File: config.mk
export PLATFORM = sky130hd
export DESIGN_NAME = radix5_real_dft
export DESIGN_NICKNAME = d
export VERILOG_FILES = /design/src/design/r5d_pkg.sv /design/src/design/r5d_pre.sv /design/src/design/r5d_mul.sv /design/src/design/r5d_post.sv /design/src/design/radix5_real_dft.sv
export SDC_FILE = /design/constraint.sdc
export NUM_CORES = 2
export LEC_CHECK = 0
export BUFFER_PORTS_ARGS = -buffer_cell sky130_fd_sc_hd__buf_2
export CORE_MARGIN = 4
export CORE_UTILIZATION = 30
export DETAILED_ROUTE_END_ITERATION = 10
export GPL_ROUTABILITY_DRIVEN = 0
export PLACE_DENSITY_LB_ADDON = 0.25
export SYNTH_ARGS = -nofsm -noshare
export SYNTH_HDL_FRONTEND = slang
export SYNTH_SLANG_ARGS = --single-unit
File: constraint.sdc
create_clock -name aclk -period 33.6 [get_ports aclk]
set_input_delay 5.04 -clock aclk [delete_from_list [all_inputs] [get_ports aclk]]
set_output_delay 5.04 -clock aclk [all_outputs]
set_load 0.03 [all_outputs]
File: src/design/r5d_pkg.sv
// Shared package for the radix-5 real DFT block.
// Holds default widths, register map, direction codes, coefficient constants and helpers.
// No dependencies.
`timescale 1ns / 1ps

package r5d_pkg;

    localparam int SAMPLE_WIDTH_DEF   = 16;
    localparam int COEF_FRAC_BITS_DEF = 16;
    localparam int NUM_POINTS         = 5;
    localparam int ADDR_WIDTH         = 3;
    localparam int DATA_WIDTH         = 32;

    // register index = paddr[2]
    localparam logic REG_DIRECTION = 1'b0;

    typedef enum logic {
        DIR_FORWARD  = 1'b0,
        DIR_BACKWARD = 1'b1
    } dir_t;

    typedef struct packed {
        logic load;
        dir_t dir;
    } stage_ctl_t;

    // coefficients, 32 fraction bits
    localparam logic [63:0] Q32_F_HALFSQRT5 = 64'd2400959709;
    localparam logic [63:0] Q32_F_SIN72     = 64'd4084756634;
    localparam logic [63:0] Q32_F_SIN36     = 64'd2524518436;
    localparam logic [63:0] Q32_B_SQRT5H    = 64'd4801919417;
    localparam logic [63:0] Q32_B_2SIN72    = 64'd8169513268;
    localparam logic [63:0] Q32_B_2SIN36    = 64'd5049036871;

    // round half up from 32 to frac fraction bits
    function automatic logic [63:0] coef_q(input logic [63:0] q32, input int frac);
        logic [63:0] half;
        half = 64'd1 << (31 - frac);
        return (q32 + half) >> (32 - frac);
    endfunction

endpackage

File: src/design/r5d_pre.sv
// Stage 1 of the radix-5 real DFT: butterfly pre-adds and multiplier operand select.
// Depends on r5d_pkg.
`timescale 1ns / 1ps

module r5d_pre #(
    parameter int SAMPLE_WIDTH = r5d_pkg::SAMPLE_WIDTH_DEF
) (
    input  logic                      aclk,
    input  r5d_pkg::stage_ctl_t       ctl,
    input  logic signed [SAMPLE_WIDTH-1:0] sample [r5d_pkg::NUM_POINTS],
    output logic signed [SAMPLE_WIDTH+1:0] op_reg [r5d_pkg::NUM_POINTS],
    output logic signed [SAMPLE_WIDTH+1:0] lin0_reg,
    output logic signed [SAMPLE_WIDTH+1:0] lin1_reg
);

    localparam int OW = SAMPLE_WIDTH + 2;

    logic signed [OW-1:0] v [r5d_pkg::NUM_POINTS];
    logic signed [OW-1:0] s14, d14, s23, d23, sr, dr;
    logic signed [OW-1:0] op_next [r5d_pkg::NUM_POINTS];
    logic signed [OW-1:0] lin1_next;

    always_comb begin
        for (int i = 0; i < r5d_pkg::NUM_POINTS; i++) begin
            v[i] = OW'(sample[i]);
        end
        s14 = v[1] + v[4];
        d14 = v[1] - v[4];
        s23 = v[2] + v[3];
        d23 = v[2] - v[3];
        sr  = v[1] + v[3];
        dr  = v[1] - v[3];
        if (ctl.dir == r5d_pkg::DIR_FORWARD) begin
            op_next[0] = s14 - s23;
            op_next[1] = d23;
            op_next[2] = d14;
            op_next[3] = d23;
            op_next[4] = d14;
            lin1_next  = s14 + s23;
        end else begin
            op_next[0] = dr;
            op_next[1] = v[2];
            op_next[2] = v[4];
            op_next[3] = v[4];
            op_next[4] = v[2];
            lin1_next  = sr;
        end
    end

    always_ff @(posedge aclk) begin
        if (ctl.load) begin
            op_reg   <= op_next;
            lin0_reg <= v[0];
            lin1_reg <= lin1_next;
        end
    end

endmodule

File: src/design/r5d_mul.sv
// Stage 2 of the radix-5 real DFT: five shared constant multipliers with round half up,
// plus the exact scale-by-shift terms. Depends on r5d_pkg.
`timescale 1ns / 1ps

module r5d_mul #(
    parameter int SAMPLE_WIDTH   = r5d_pkg::SAMPLE_WIDTH_DEF,
    parameter int COEF_FRAC_BITS = r5d_pkg::COEF_FRAC_BITS_DEF
) (
    input  logic                      aclk,
    input  r5d_pkg::stage_ctl_t       ctl,
    input  logic signed [SAMPLE_WIDTH+1:0] op [r5d_pkg::NUM_POINTS],
    input  logic signed [SAMPLE_WIDTH+1:0] lin0,
    input  logic signed [SAMPLE_WIDTH+1:0] lin1,
    output logic signed [SAMPLE_WIDTH+2:0] rnd_reg [r5d_pkg::NUM_POINTS],
    output logic signed [SAMPLE_WIDTH+2:0] base_reg,
    output logic signed [SAMPLE_WIDTH+2:0] y0_reg
);

    localparam int OW = SAMPLE_WIDTH + 2;
    localparam int VW = SAMPLE_WIDTH + 3;
    localparam int CW = COEF_FRAC_BITS + 2;
    localparam int PW = OW + CW;

    localparam logic signed [CW-1:0] C_F_HSQ5 =
        CW'(r5d_pkg::coef_q(r5d_pkg::Q32_F_HALFSQRT5, COEF_FRAC_BITS));
    localparam logic signed [CW-1:0] C_F_S72 =
        CW'(r5d_pkg::coef_q(r5d_pkg::Q32_F_SIN72, COEF_FRAC_BITS));
    localparam logic signed [CW-1:0] C_F_S36 =
        CW'(r5d_pkg::coef_q(r5d_pkg::Q32_F_SIN36, COEF_FRAC_BITS));
    localparam logic signed [CW-1:0] C_B_SQ5H =
        CW'(r5d_pkg::coef_q(r5d_pkg::Q32_B_SQRT5H, COEF_FRAC_BITS));
    localparam logic signed [CW-1:0] C_B_2S72 =
        CW'(r5d_pkg::coef_q(r5d_pkg::Q32_B_2SIN72, COEF_FRAC_BITS));
    localparam logic signed [CW-1:0] C_B_2S36 =
        CW'(r5d_pkg::coef_q(r5d_pkg::Q32_B_2SIN36, COEF_FRAC_BITS));
    localparam logic signed [PW-1:0] HALF_LSB = PW'(1) <<< (COEF_FRAC_BITS - 1);

    logic signed [CW-1:0] coef [r5d_pkg::NUM_POINTS];
    logic signed [PW-1:0] prod [r5d_pkg::NUM_POINTS];
    logic signed [PW-1:0] acc  [r5d_pkg::NUM_POINTS];
    logic signed [PW-1:0] shf  [r5d_pkg::NUM_POINTS];
    logic signed [VW-1:0] rnd_next [r5d_pkg::NUM_POINTS];
    logic signed [VW-1:0] l0, l1, scaled, base_next, y0_next;

    always_comb begin
        if (ctl.dir == r5d_pkg::DIR_FORWARD) begin
            coef[0] = C_F_HSQ5;
            coef[1] = C_F_S36;
            coef[2] = C_F_S72;
            coef[3] = C_F_S72;
            coef[4] = C_F_S36;
        end else begin
            coef[0] = C_B_SQ5H;
            coef[1] = C_B_2S72;
            coef[2] = C_B_2S36;
            coef[3] = C_B_2S72;
            coef[4] = C_B_2S36;
        end
        for (int k = 0; k < r5d_pkg::NUM_POINTS; k++) begin
            prod[k]     = PW'(op[k]) * PW'(coef[k]);
            acc[k]      = prod[k] + HALF_LSB;
            shf[k]      = acc[k] >>> COEF_FRAC_BITS;
            rnd_next[k] = shf[k][VW-1:0];
        end
    end

    // x/4 and x/2 with round half up are exact shifts; x*2 is exact
    always_comb begin
        l0 = VW'(lin0);
        l1 = VW'(lin1);
        if (ctl.dir == r5d_pkg::DIR_FORWARD) begin
            scaled  = (l1 + VW'(2)) >>> 2;
            y0_next = l0 + l1;
        end else begin
            scaled  = (l1 + VW'(1)) >>> 1;
            y0_next = l0 + (l1 <<< 1);
        end
        base_next = l0 - scaled;
    end

    always_ff @(posedge aclk) begin
        if (ctl.load) begin
            rnd_reg  <= rnd_next;
            base_reg <= base_next;
            y0_reg   <= y0_next;
        end
    end

endmodule

File: src/design/r5d_post.sv
// Stages 3 and 4 of the radix-5 real DFT: rotation adds, then output butterflies.
// Depends on r5d_pkg.
`timescale 1ns / 1ps

module r5d_post #(
    parameter int SAMPLE_WIDTH = r5d_pkg::SAMPLE_WIDTH_DEF
) (
    input  logic                      aclk,
    input  r5d_pkg::stage_ctl_t       ctl_add,
    input  r5d_pkg::stage_ctl_t       ctl_out,
    input  logic signed [SAMPLE_WIDTH+2:0] rnd [r5d_pkg::NUM_POINTS],
    input  logic signed [SAMPLE_WIDTH+2:0] base,
    input  logic signed [SAMPLE_WIDTH+2:0] y0,
    output logic signed [SAMPLE_WIDTH+2:0] value_reg [r5d_pkg::NUM_POINTS]
);

    localparam int VW = SAMPLE_WIDTH + 3;

    logic signed [VW-1:0] ea_reg, eb_reg, oa_reg, ob_reg, y0_s3_reg;
    logic signed [VW-1:0] value_next [r5d_pkg::NUM_POINTS];

    always_ff @(posedge aclk) begin
        if (ctl_add.load) begin
            ea_reg    <= base + rnd[0];
            eb_reg    <= base - rnd[0];
            oa_reg    <= rnd[1] + rnd[2];
            ob_reg    <= rnd[3] - rnd[4];
            y0_s3_reg <= y0;
        end
    end

    always_comb begin
        value_next[0] = y0_s3_reg;
        if (ctl_out.dir == r5d_pkg::DIR_FORWARD) begin
            value_next[1] = ea_reg;
            value_next[2] = -oa_reg;
            value_next[3] = eb_reg;
            value_next[4] = ob_reg;
        end else begin
            value_next[1] = ea_reg - oa_reg;
            value_next[2] = eb_reg + ob_reg;
            value_next[3] = eb_reg - ob_reg;
            value_next[4] = ea_reg + oa_reg;
        end
    end

    always_ff @(posedge aclk) begin
        if (ctl_out.load) begin
            value_reg <= value_next;
        end
    end

endmodule

File: src/design/radix5_real_dft.sv
// Top level of the radix-5 real DFT: APB register, four-stage pipeline control.
// Depends on r5d_pkg, r5d_pre, r5d_mul, r5d_post.
//
//  channel | direction | handshake        | payload
//  s_      | in        | s_valid/s_ready  | s_sample_0..4, s_batch_last
//  m_      | out       | m_valid/m_ready  | m_value_0..4, m_batch_end
//  apb     | in        | psel/penable     | paddr, pwdata, prdata (direction at 0x0)
//
// m_valid comes from the last of 4 register stages; one request per cycle unless m_ready stalls.
// Stages: pre-adds, constant multiplies, rotation adds, output butterflies.
// Each stage takes a new request when it is empty or its successor moves, so
// bubbles collapse and a stalled result holds without loss.
// aresetn is synchronous; it clears the valid bits and the direction register.
`timescale 1ns / 1ps

module radix5_real_dft #(
    parameter int SAMPLE_WIDTH   = r5d_pkg::SAMPLE_WIDTH_DEF,
    parameter int COEF_FRAC_BITS = r5d_pkg::COEF_FRAC_BITS_DEF
) (
    input  logic                                aclk,
    input  logic                                aresetn,
    input  logic                                psel,
    input  logic                                penable,
    input  logic                                pwrite,
    input  logic [r5d_pkg::ADDR_WIDTH-1:0]      paddr,
    input  logic [r5d_pkg::DATA_WIDTH-1:0]      pwdata,
    output logic [r5d_pkg::DATA_WIDTH-1:0]      prdata,
    output logic                                pready,
    input  logic                                s_valid,
    output logic                                s_ready,
    input  logic signed [SAMPLE_WIDTH-1:0]      s_sample_0,
    input  logic signed [SAMPLE_WIDTH-1:0]      s_sample_1,
    input  logic signed [SAMPLE_WIDTH-1:0]      s_sample_2,
    input  logic signed [SAMPLE_WIDTH-1:0]      s_sample_3,
    input  logic signed [SAMPLE_WIDTH-1:0]      s_sample_4,
    input  logic                                s_batch_last,
    output logic                                m_valid,
    input  logic                                m_ready,
    output logic signed [SAMPLE_WIDTH+2:0]      m_value_0,
    output logic signed [SAMPLE_WIDTH+2:0]      m_value_1,
    output logic signed [SAMPLE_WIDTH+2:0]      m_value_2,
    output logic signed [SAMPLE_WIDTH+2:0]      m_value_3,
    output logic signed [SAMPLE_WIDTH+2:0]      m_value_4,
    output logic                                m_batch_end
);

    localparam int NS = 4;
    localparam int OW = SAMPLE_WIDTH + 2;
    localparam int VW = SAMPLE_WIDTH + 3;

    r5d_pkg::dir_t direction_reg;
    logic          stage_valid_reg [NS];
    logic          stage_last_reg  [NS];
    r5d_pkg::dir_t stage_dir_reg   [NS-1];
    logic          stage_rdy       [NS];
    logic          stage_load      [NS];
    logic          cfg_write;

    logic signed [SAMPLE_WIDTH-1:0] sample [r5d_pkg::NUM_POINTS];
    logic signed [OW-1:0] op [r5d_pkg::NUM_POINTS];
    logic signed [OW-1:0] lin0, lin1;
    logic signed [VW-1:0] rnd [r5d_pkg::NUM_POINTS];
    logic signed [VW-1:0] base, y0;
    logic signed [VW-1:0] value [r5d_pkg::NUM_POINTS];

    r5d_pkg::stage_ctl_t ctl_pre, ctl_mul, ctl_add, ctl_out;

    // configuration port
    assign pready    = 1'b1;
    assign cfg_write = psel & penable & pwrite;

    always_ff @(posedge aclk) begin
        if (!aresetn) begin
            direction_reg <= r5d_pkg::DIR_FORWARD;
        end else if (cfg_write && paddr[2] == r5d_pkg::REG_DIRECTION) begin
            direction_reg <= r5d_pkg::dir_t'(pwdata[0]);
        end
    end

    always_comb begin
        unique case (paddr[2])
            r5d_pkg::REG_DIRECTION: prdata = {{(r5d_pkg::DATA_WIDTH-1){1'b0}}, direction_reg};
            default:                prdata = '0;
        endcase
    end

    // pipeline control
    always_comb begin
        stage_rdy[NS-1] = !stage_valid_reg[NS-1] | m_ready;
        for (int k = NS - 2; k >= 0; k--) begin
            stage_rdy[k] = !stage_valid_reg[k] | stage_rdy[k+1];
        end
        stage_load[0] = stage_rdy[0] & s_valid;
        for (int k = 1; k < NS; k++) begin
            stage_load[k] = stage_rdy[k] & stage_valid_reg[k-1];
        end
    end

    always_ff @(posedge aclk) begin
        if (!aresetn) begin
            for (int k = 0; k < NS; k++) begin
                stage_valid_reg[k] <= 1'b0;
            end
        end else begin
            if (stage_rdy[0]) begin
                stage_valid_reg[0] <= s_valid;
            end
            for (int k = 1; k < NS; k++) begin
                if (stage_rdy[k]) begin
                    stage_valid_reg[k] <= stage_valid_reg[k-1];
                end
            end
        end
    end

    always_ff @(posedge aclk) begin
        if (stage_load[0]) begin
            stage_last_reg[0] <= s_batch_last;
            stage_dir_reg[0]  <= direction_reg;
        end
        for (int k = 1; k < NS; k++) begin
            if (stage_load[k]) begin
                stage_last_reg[k] <= stage_last_reg[k-1];
            end
        end
        for (int k = 1; k < NS - 1; k++) begin
            if (stage_load[k]) begin
                stage_dir_reg[k] <= stage_dir_reg[k-1];
            end
        end
    end

    assign s_ready     = stage_rdy[0];
    assign m_valid     = stage_valid_reg[NS-1];
    assign m_batch_end = stage_last_reg[NS-1];

    assign ctl_pre = '{load: stage_load[0], dir: direction_reg};
    assign ctl_mul = '{load: stage_load[1], dir: stage_dir_reg[0]};
    assign ctl_add = '{load: stage_load[2], dir: stage_dir_reg[1]};
    assign ctl_out = '{load: stage_load[3], dir: stage_dir_reg[2]};

    assign sample[0] = s_sample_0;
    assign sample[1] = s_sample_1;
    assign sample[2] = s_sample_2;
    assign sample[3] = s_sample_3;
    assign sample[4] = s_sample_4;

    r5d_pre #(
        .SAMPLE_WIDTH (SAMPLE_WIDTH)
    ) u_pre (
        .aclk     (aclk),
        .ctl      (ctl_pre),
        .sample   (sample),
        .op_reg   (op),
        .lin0_reg (lin0),
        .lin1_reg (lin1)
    );

    r5d_mul #(
        .SAMPLE_WIDTH   (SAMPLE_WIDTH),
        .COEF_FRAC_BITS (COEF_FRAC_BITS)
    ) u_mul (
        .aclk     (aclk),
        .ctl      (ctl_mul),
        .op       (op),
        .lin0     (lin0),
        .lin1     (lin1),
        .rnd_reg  (rnd),
        .base_reg (base),
        .y0_reg   (y0)
    );

    r5d_post #(
        .SAMPLE_WIDTH (SAMPLE_WIDTH)
    ) u_post (
        .aclk      (aclk),
        .ctl_add   (ctl_add),
        .ctl_out   (ctl_out),
        .rnd       (rnd),
        .base      (base),
        .y0        (y0),
        .value_reg (value)
    );

    assign m_value_0 = value[0];
    assign m_value_1 = value[1];
    assign m_value_2 = value[2];
    assign m_value_3 = value[3];
    assign m_value_4 = value[4];

endmodule

==> metrics.txt <==
# TYPE chip_impl_metric gauge
chip_impl_metric{name="finalClockSkew",unit="ns"} 0.0380
chip_impl_metric{name="synth_adder_area_share",unit="%"} 47.2
chip_impl_metric{name="die_width",unit="um"} 491
chip_impl_metric{name="postCtsHoldBufs",unit=""} 0
chip_impl_info{name="synth_top_family_by_area",value="adder cells"} 1
chip_impl_metric{name="core_region_area",unit="mm^2"} 0.232
chip_impl_metric{name="post_drt_via_cell_ratio",unit=""} 4.48
chip_impl_info{name="worstSetupPathType",value="input port to output port"} 1
chip_impl_metric{name="floorplan.initialDensity",unit="%"} 30.1
chip_impl_metric{name="worstSetupPathDepth",unit=""} 5
chip_impl_info{name="cp-start-kind",value="input port"} 1
chip_impl_metric{name="yosysSeqAreaShare",unit="%"} 19.4
chip_impl_metric{name="io_pins",unit=""} 254
chip_impl_metric{name="grt-ovfl-total",unit=""} 0
chip_impl_metric{name="final-instance-count-excl-fill",unit=""} 10524
chip_impl_metric{name="syn-mean-instance-area",unit="um^2"} 9.79
chip_impl_metric{name="setup_total_negative_slack",unit="ns"} 0
chip_impl_metric{name="dpl.cell_count",unit=""} 10399
chip_impl_metric{name="setup_viol_count_final",unit=""} 0
chip_impl_metric{name="cts_resized",unit=""} 0
chip_impl_metric{name="finalHoldViolCount",unit=""} 0
chip_impl_info{name="clk_root_buffer_cell",value="sky130_fd_sc_hd__clkbuf_16"} 1
chip_impl_metric{name="cts.htree.levels",unit=""} 2
chip_impl_metric{name="grt_max_degree",unit=""} 122
chip_impl_metric{name="drive_above_1_share",unit="%"} 4.97
chip_impl_metric{name="worst-endpoint-required",unit="ns"} 28.56
chip_impl_info{name="outcome",value="finished clean"} 1
chip_impl_info{name="synth-main-ff-cell",value="sky130_fd_sc_hd__edfxtp_1"} 1
chip_impl_metric{name="cts_max_path_buffers",unit=""} 3
chip_impl_metric{name="drt_pass1_iterations",unit=""} 8
chip_impl_metric{name="rrSetupSlack",unit="ns"} 25.04
chip_impl_metric{name="mapped_area",unit="mm^2"} 0.0700
chip_impl_metric{name="routedWlPerCell",unit="um"} 18.0
chip_impl_metric{name="clk-insertion-delay-late",unit="ns"} 0.67
chip_impl_metric{name="tritoncts.num_buffers",unit=""} 51
chip_impl_metric{name="synthXorXnorAreaFrac",unit="%"} 4.98
chip_impl_metric{name="gr-usage-met1",unit="%"} 20.1
chip_impl_info{name="post-synth-top-area-cell",value="sky130_fd_sc_hd__fa_1"} 1
chip_impl_metric{name="use_met3",unit="%"} 2.06
chip_impl_metric{name="synth-compound-area-share",unit="%"} 8.44
chip_impl_info{name="post_synth_main_area_contributors",value="sky130_fd_sc_hd__fa_1, sky130_fd_sc_hd__edfxtp_1, sky130_fd_sc_hd__ha_1"} 1
chip_impl_info{name="crit_family",value="simple AND/OR/NAND/NOR gates"} 1
chip_impl_metric{name="number_of_max_capacitance_violations_reported",unit=""} 0
chip_impl_metric{name="syn_inst",unit=""} 7156
chip_impl_metric{name="postSynth.asyncResetShare",unit="%"} 0
chip_impl_info{name="cts_tree",value="built"} 1
chip_impl_metric{name="timing.reg2reg.worst_path_depth",unit=""} 27
chip_impl_metric{name="place.port_buffers",unit=""} 188
chip_impl_metric{name="first_global_vias",unit=""} 50472
chip_impl_metric{name="worst-slew-pin-transition",unit="ns"} 1.13
chip_impl_info{name="path_common_cell",value="sky130_fd_sc_hd__buf_2"} 1
chip_impl_info{name="busiest_layer",value="met2"} 1
chip_impl_metric{name="die_y",unit="um"} 491
chip_impl_info{name="post-synth-top-count-cell",value="sky130_fd_sc_hd__inv_1"} 1
chip_impl_info{name="worstReg2RegStart",value="stage_dir_reg[0][0]$_DFFE_PP_"} 1
chip_impl_metric{name="min_period_over_period",unit="%"} 33.8
chip_impl_metric{name="drt_first_iter_violations",unit=""} 2369
chip_impl_metric{name="first_pass_grt_wire_length",unit="um"} 296000
chip_impl_metric{name="gr-usage-met2",unit="%"} 27.2
chip_impl_metric{name="timing.critical_path.slowest_cell_delay",unit="ns"} 0.53
chip_impl_metric{name="antenna_violations_before_repair",unit=""} 52
chip_impl_info{name="worst_setup_path_end_kind",value="output port"} 1
chip_impl_info{name="grt_setup_unrepaired",value="false"} 1
chip_impl_metric{name="clk_pin_slew",unit="ns"} 0.06
chip_impl_metric{name="cts_post_setup_buffers_inserted",unit=""} 0
chip_impl_metric{name="placed_wire_length_estimate",unit="um"} 166000
chip_impl_metric{name="timing.critical_path.fanout_max",unit=""} 6
chip_impl_metric{name="area_delta_synth_final",unit="%"} 9.49
chip_impl_metric{name="finalWorstPathRequiredPeriod",unit="ns"} 11.36
chip_impl_info{name="crit_end",value="s_ready"} 1
chip_impl_metric{name="finalMaxSlewViolations",unit=""} 0
chip_impl_metric{name="headroom_to_the_max_slew_limit",unit="%"} 24.3
chip_impl_metric{name="synth-edff-count",unit=""} 449
chip_impl_metric{name="clock_sinks",unit=""} 453
chip_impl_info{name="critical_path.slowest_cell",value="sky130_fd_sc_hd__and2_0"} 1
chip_impl_info{name="synthTopCellsByCount",value="sky130_fd_sc_hd__inv_1, sky130_fd_sc_hd__fa_1, sky130_fd_sc_hd__ha_1"} 1
chip_impl_metric{name="crit_arrival",unit="ns"} 6.32
chip_impl_metric{name="fp.dieArea",unit="mm^2"} 0.241
chip_impl_metric{name="drt_drc_violations_left",unit=""} 0
chip_impl_info{name="min-delay-path-class",value="flop to flop"} 1
chip_impl_info{name="regToRegEndpoint",value="u_mul.rnd_reg[94]$_DFFE_PP_"} 1
chip_impl_metric{name="final_net_count",unit=""} 9530
chip_impl_metric{name="vias",unit=""} 47147
chip_impl_info{name="worstSetupStartpoint",value="m_ready"} 1
chip_impl_metric{name="yosysTopAreaCellShare",unit="%"} 30.6
chip_impl_metric{name="synth_cell_type_count",unit=""} 79
chip_impl_metric{name="remaining_antenna_violation_count_after_routing",unit=""} 0
chip_impl_info{name="path_cells",value="buf_2 -> nor2b_1 -> and2_0 -> nand3_1 -> buf_2"} 1
chip_impl_metric{name="fmax",unit="MHz"} 88.0
chip_impl_metric{name="synth_mux_area_share",unit="%"} 0.557
chip_impl_metric{name="critPathBufInv",unit=""} 2
chip_impl_metric{name="ys_warn_count",unit=""} 0
chip_impl_metric{name="drt_wl_total",unit="um"} 189000
chip_impl_metric{name="synthesized_area_fraction_occupied_by_and_or_nand_nor_cells",unit="%"} 8.02
chip_impl_metric{name="postSynthRegisterBits",unit=""} 453
chip_impl_metric{name="placementRows",unit=""} 177
chip_impl_metric{name="track_usage",unit="%"} 15.8
## cells by family after synthesis
group / Yosys count
AOI/OAI and AO/OA: 942
xor gates and xnor gates: 398
adders and majority gates: 1998
buffers and inverters: 2104
DFF: 453
muxes: 36
other: 2
and+or+nand+nor: 1223
## cell type report
cell class / instances / area [um^2]
diodes: 33 / 82.6
clock buffers: 52 / 1280
clock inverters: 40 / 445
fillers: 23846 / 156000
inverters: 1948 / 7310
multi-input cells: 4740 / 49000
flip-flops and latches: 453 / 13600
well taps: 3043 / 3810
repair buffers: 215 / 1160
## layer usage
layer	vias to the layer above	part of all wire [%]
met4	8	4.5
met2	906	48
met5	-	0.030
met3	264	4.4
li1	22796	-
met1	23173	43
## how the worst min path moves through the flow
stage                                  start                             end  slack, ns  cells past startpoint
2_1_floorplan  stage_dir_reg[0][1]$_DFFE_PP_   stage_dir_reg[0][2]$_DFFE_PP_       0.40                      0
3_3_place_gp     stage_last_reg[2]$_DFFE_PP_     stage_last_reg[3]$_DFFE_PP_       0.40                      0
3_5_place_dp     stage_last_reg[2]$_DFFE_PP_     stage_last_reg[3]$_DFFE_PP_       0.40                      0
4_1_cts          stage_last_reg[2]$_DFFE_PP_     stage_last_reg[3]$_DFFE_PP_       0.42                      0
5_1_grt           u_mul.y0_reg[10]$_DFFE_PP_  u_post.y0_s3_reg[10]$_DFFE_PP_       0.43                      0
6_report         stage_last_reg[2]$_DFFE_PP_     stage_last_reg[3]$_DFFE_PP_       0.42                      0
## metrics by stage
| stage | area, um^2 | util, % | setup WS [ns] | hold slack, ns |
|---|---|---|---|---|
| final | 76700 | 33.0 | 22.24 | 0.420 |
| after global routing | 76700 | 33.0 | 22.13 | 0.428 |
| after CTS | 76600 | 33.0 | 22.22 | 0.419 |
| after detailed placement | 74900 | 32.2 | 22.25 | 0.405 |
| after global placement | 74900 | 32.2 | 22.28 | 0.404 |
| after floorplan | 70600 | - | 17.68 | 0.400 |
## layout by cell type (no fill, tap or decap), types with 8 or more instances in the layout
| cell | Yosys | layout |
|---|---|---|
| sky130_fd_sc_hd__a21boi_1 | 15 | 15 |
| sky130_fd_sc_hd__nand3_1 | 66 | 66 |
| sky130_fd_sc_hd__nor2_1 | 383 | 383 |
| sky130_fd_sc_hd__nor4_1 | 12 | 12 |
| sky130_fd_sc_hd__a211oi_1 | 27 | 27 |
| sky130_fd_sc_hd__mux2_2 | 24 | 24 |
| sky130_fd_sc_hd__o21ai_0 | 133 | 132 |
| sky130_fd_sc_hd__nor3_1 | 103 | 103 |
| sky130_fd_sc_hd__nor2b_1 | 71 | 69 |
| sky130_fd_sc_hd__o21bai_1 | 54 | 54 |
| sky130_fd_sc_hd__nand2b_1 | 53 | 53 |
| sky130_fd_sc_hd__diode_2 | 0 | 33 |
| sky130_fd_sc_hd__and3_1 | 40 | 40 |
| sky130_fd_sc_hd__nor3b_1 | 9 | 9 |
| sky130_fd_sc_hd__a21o_1 | 94 | 94 |
| sky130_fd_sc_hd__o31ai_1 | 31 | 31 |
| sky130_fd_sc_hd__fa_1 | 1070 | 1070 |
| sky130_fd_sc_hd__buf_2 | 0 | 188 |
| sky130_fd_sc_hd__o41ai_1 | 10 | 10 |
| sky130_fd_sc_hd__o211ai_1 | 17 | 17 |
| sky130_fd_sc_hd__clkbuf_16 | 0 | 51 |
| sky130_fd_sc_hd__o31a_1 | 8 | 8 |
| sky130_fd_sc_hd__o21ai_1 | 79 | 80 |
| sky130_fd_sc_hd__or3_1 | 29 | 29 |
| sky130_fd_sc_hd__or2_2 | 22 | 22 |
| sky130_fd_sc_hd__conb_1 | 2 | 143 |
| sky130_fd_sc_hd__edfxtp_1 | 449 | 449 |
| sky130_fd_sc_hd__nand2_1 | 368 | 368 |
| sky130_fd_sc_hd__nand4_1 | 20 | 20 |
| sky130_fd_sc_hd__buf_4 | 32 | 26 |
| sky130_fd_sc_hd__a21oi_1 | 305 | 305 |
| sky130_fd_sc_hd__a31oi_1 | 24 | 23 |
| sky130_fd_sc_hd__inv_1 | 1946 | 1945 |
| sky130_fd_sc_hd__mux2i_1 | 12 | 12 |
| sky130_fd_sc_hd__and2_1 | 21 | 21 |
| sky130_fd_sc_hd__xnor2_1 | 307 | 307 |
| sky130_fd_sc_hd__ha_1 | 928 | 928 |
| sky130_fd_sc_hd__xor2_1 | 91 | 91 |
| sky130_fd_sc_hd__inv_6 | 0 | 11 |
| sky130_fd_sc_hd__o21a_1 | 53 | 53 |
Power is left out: the tool's default activity adds up to more than one toggle a clock period on the data nets, which glitch-free logic cannot reach.
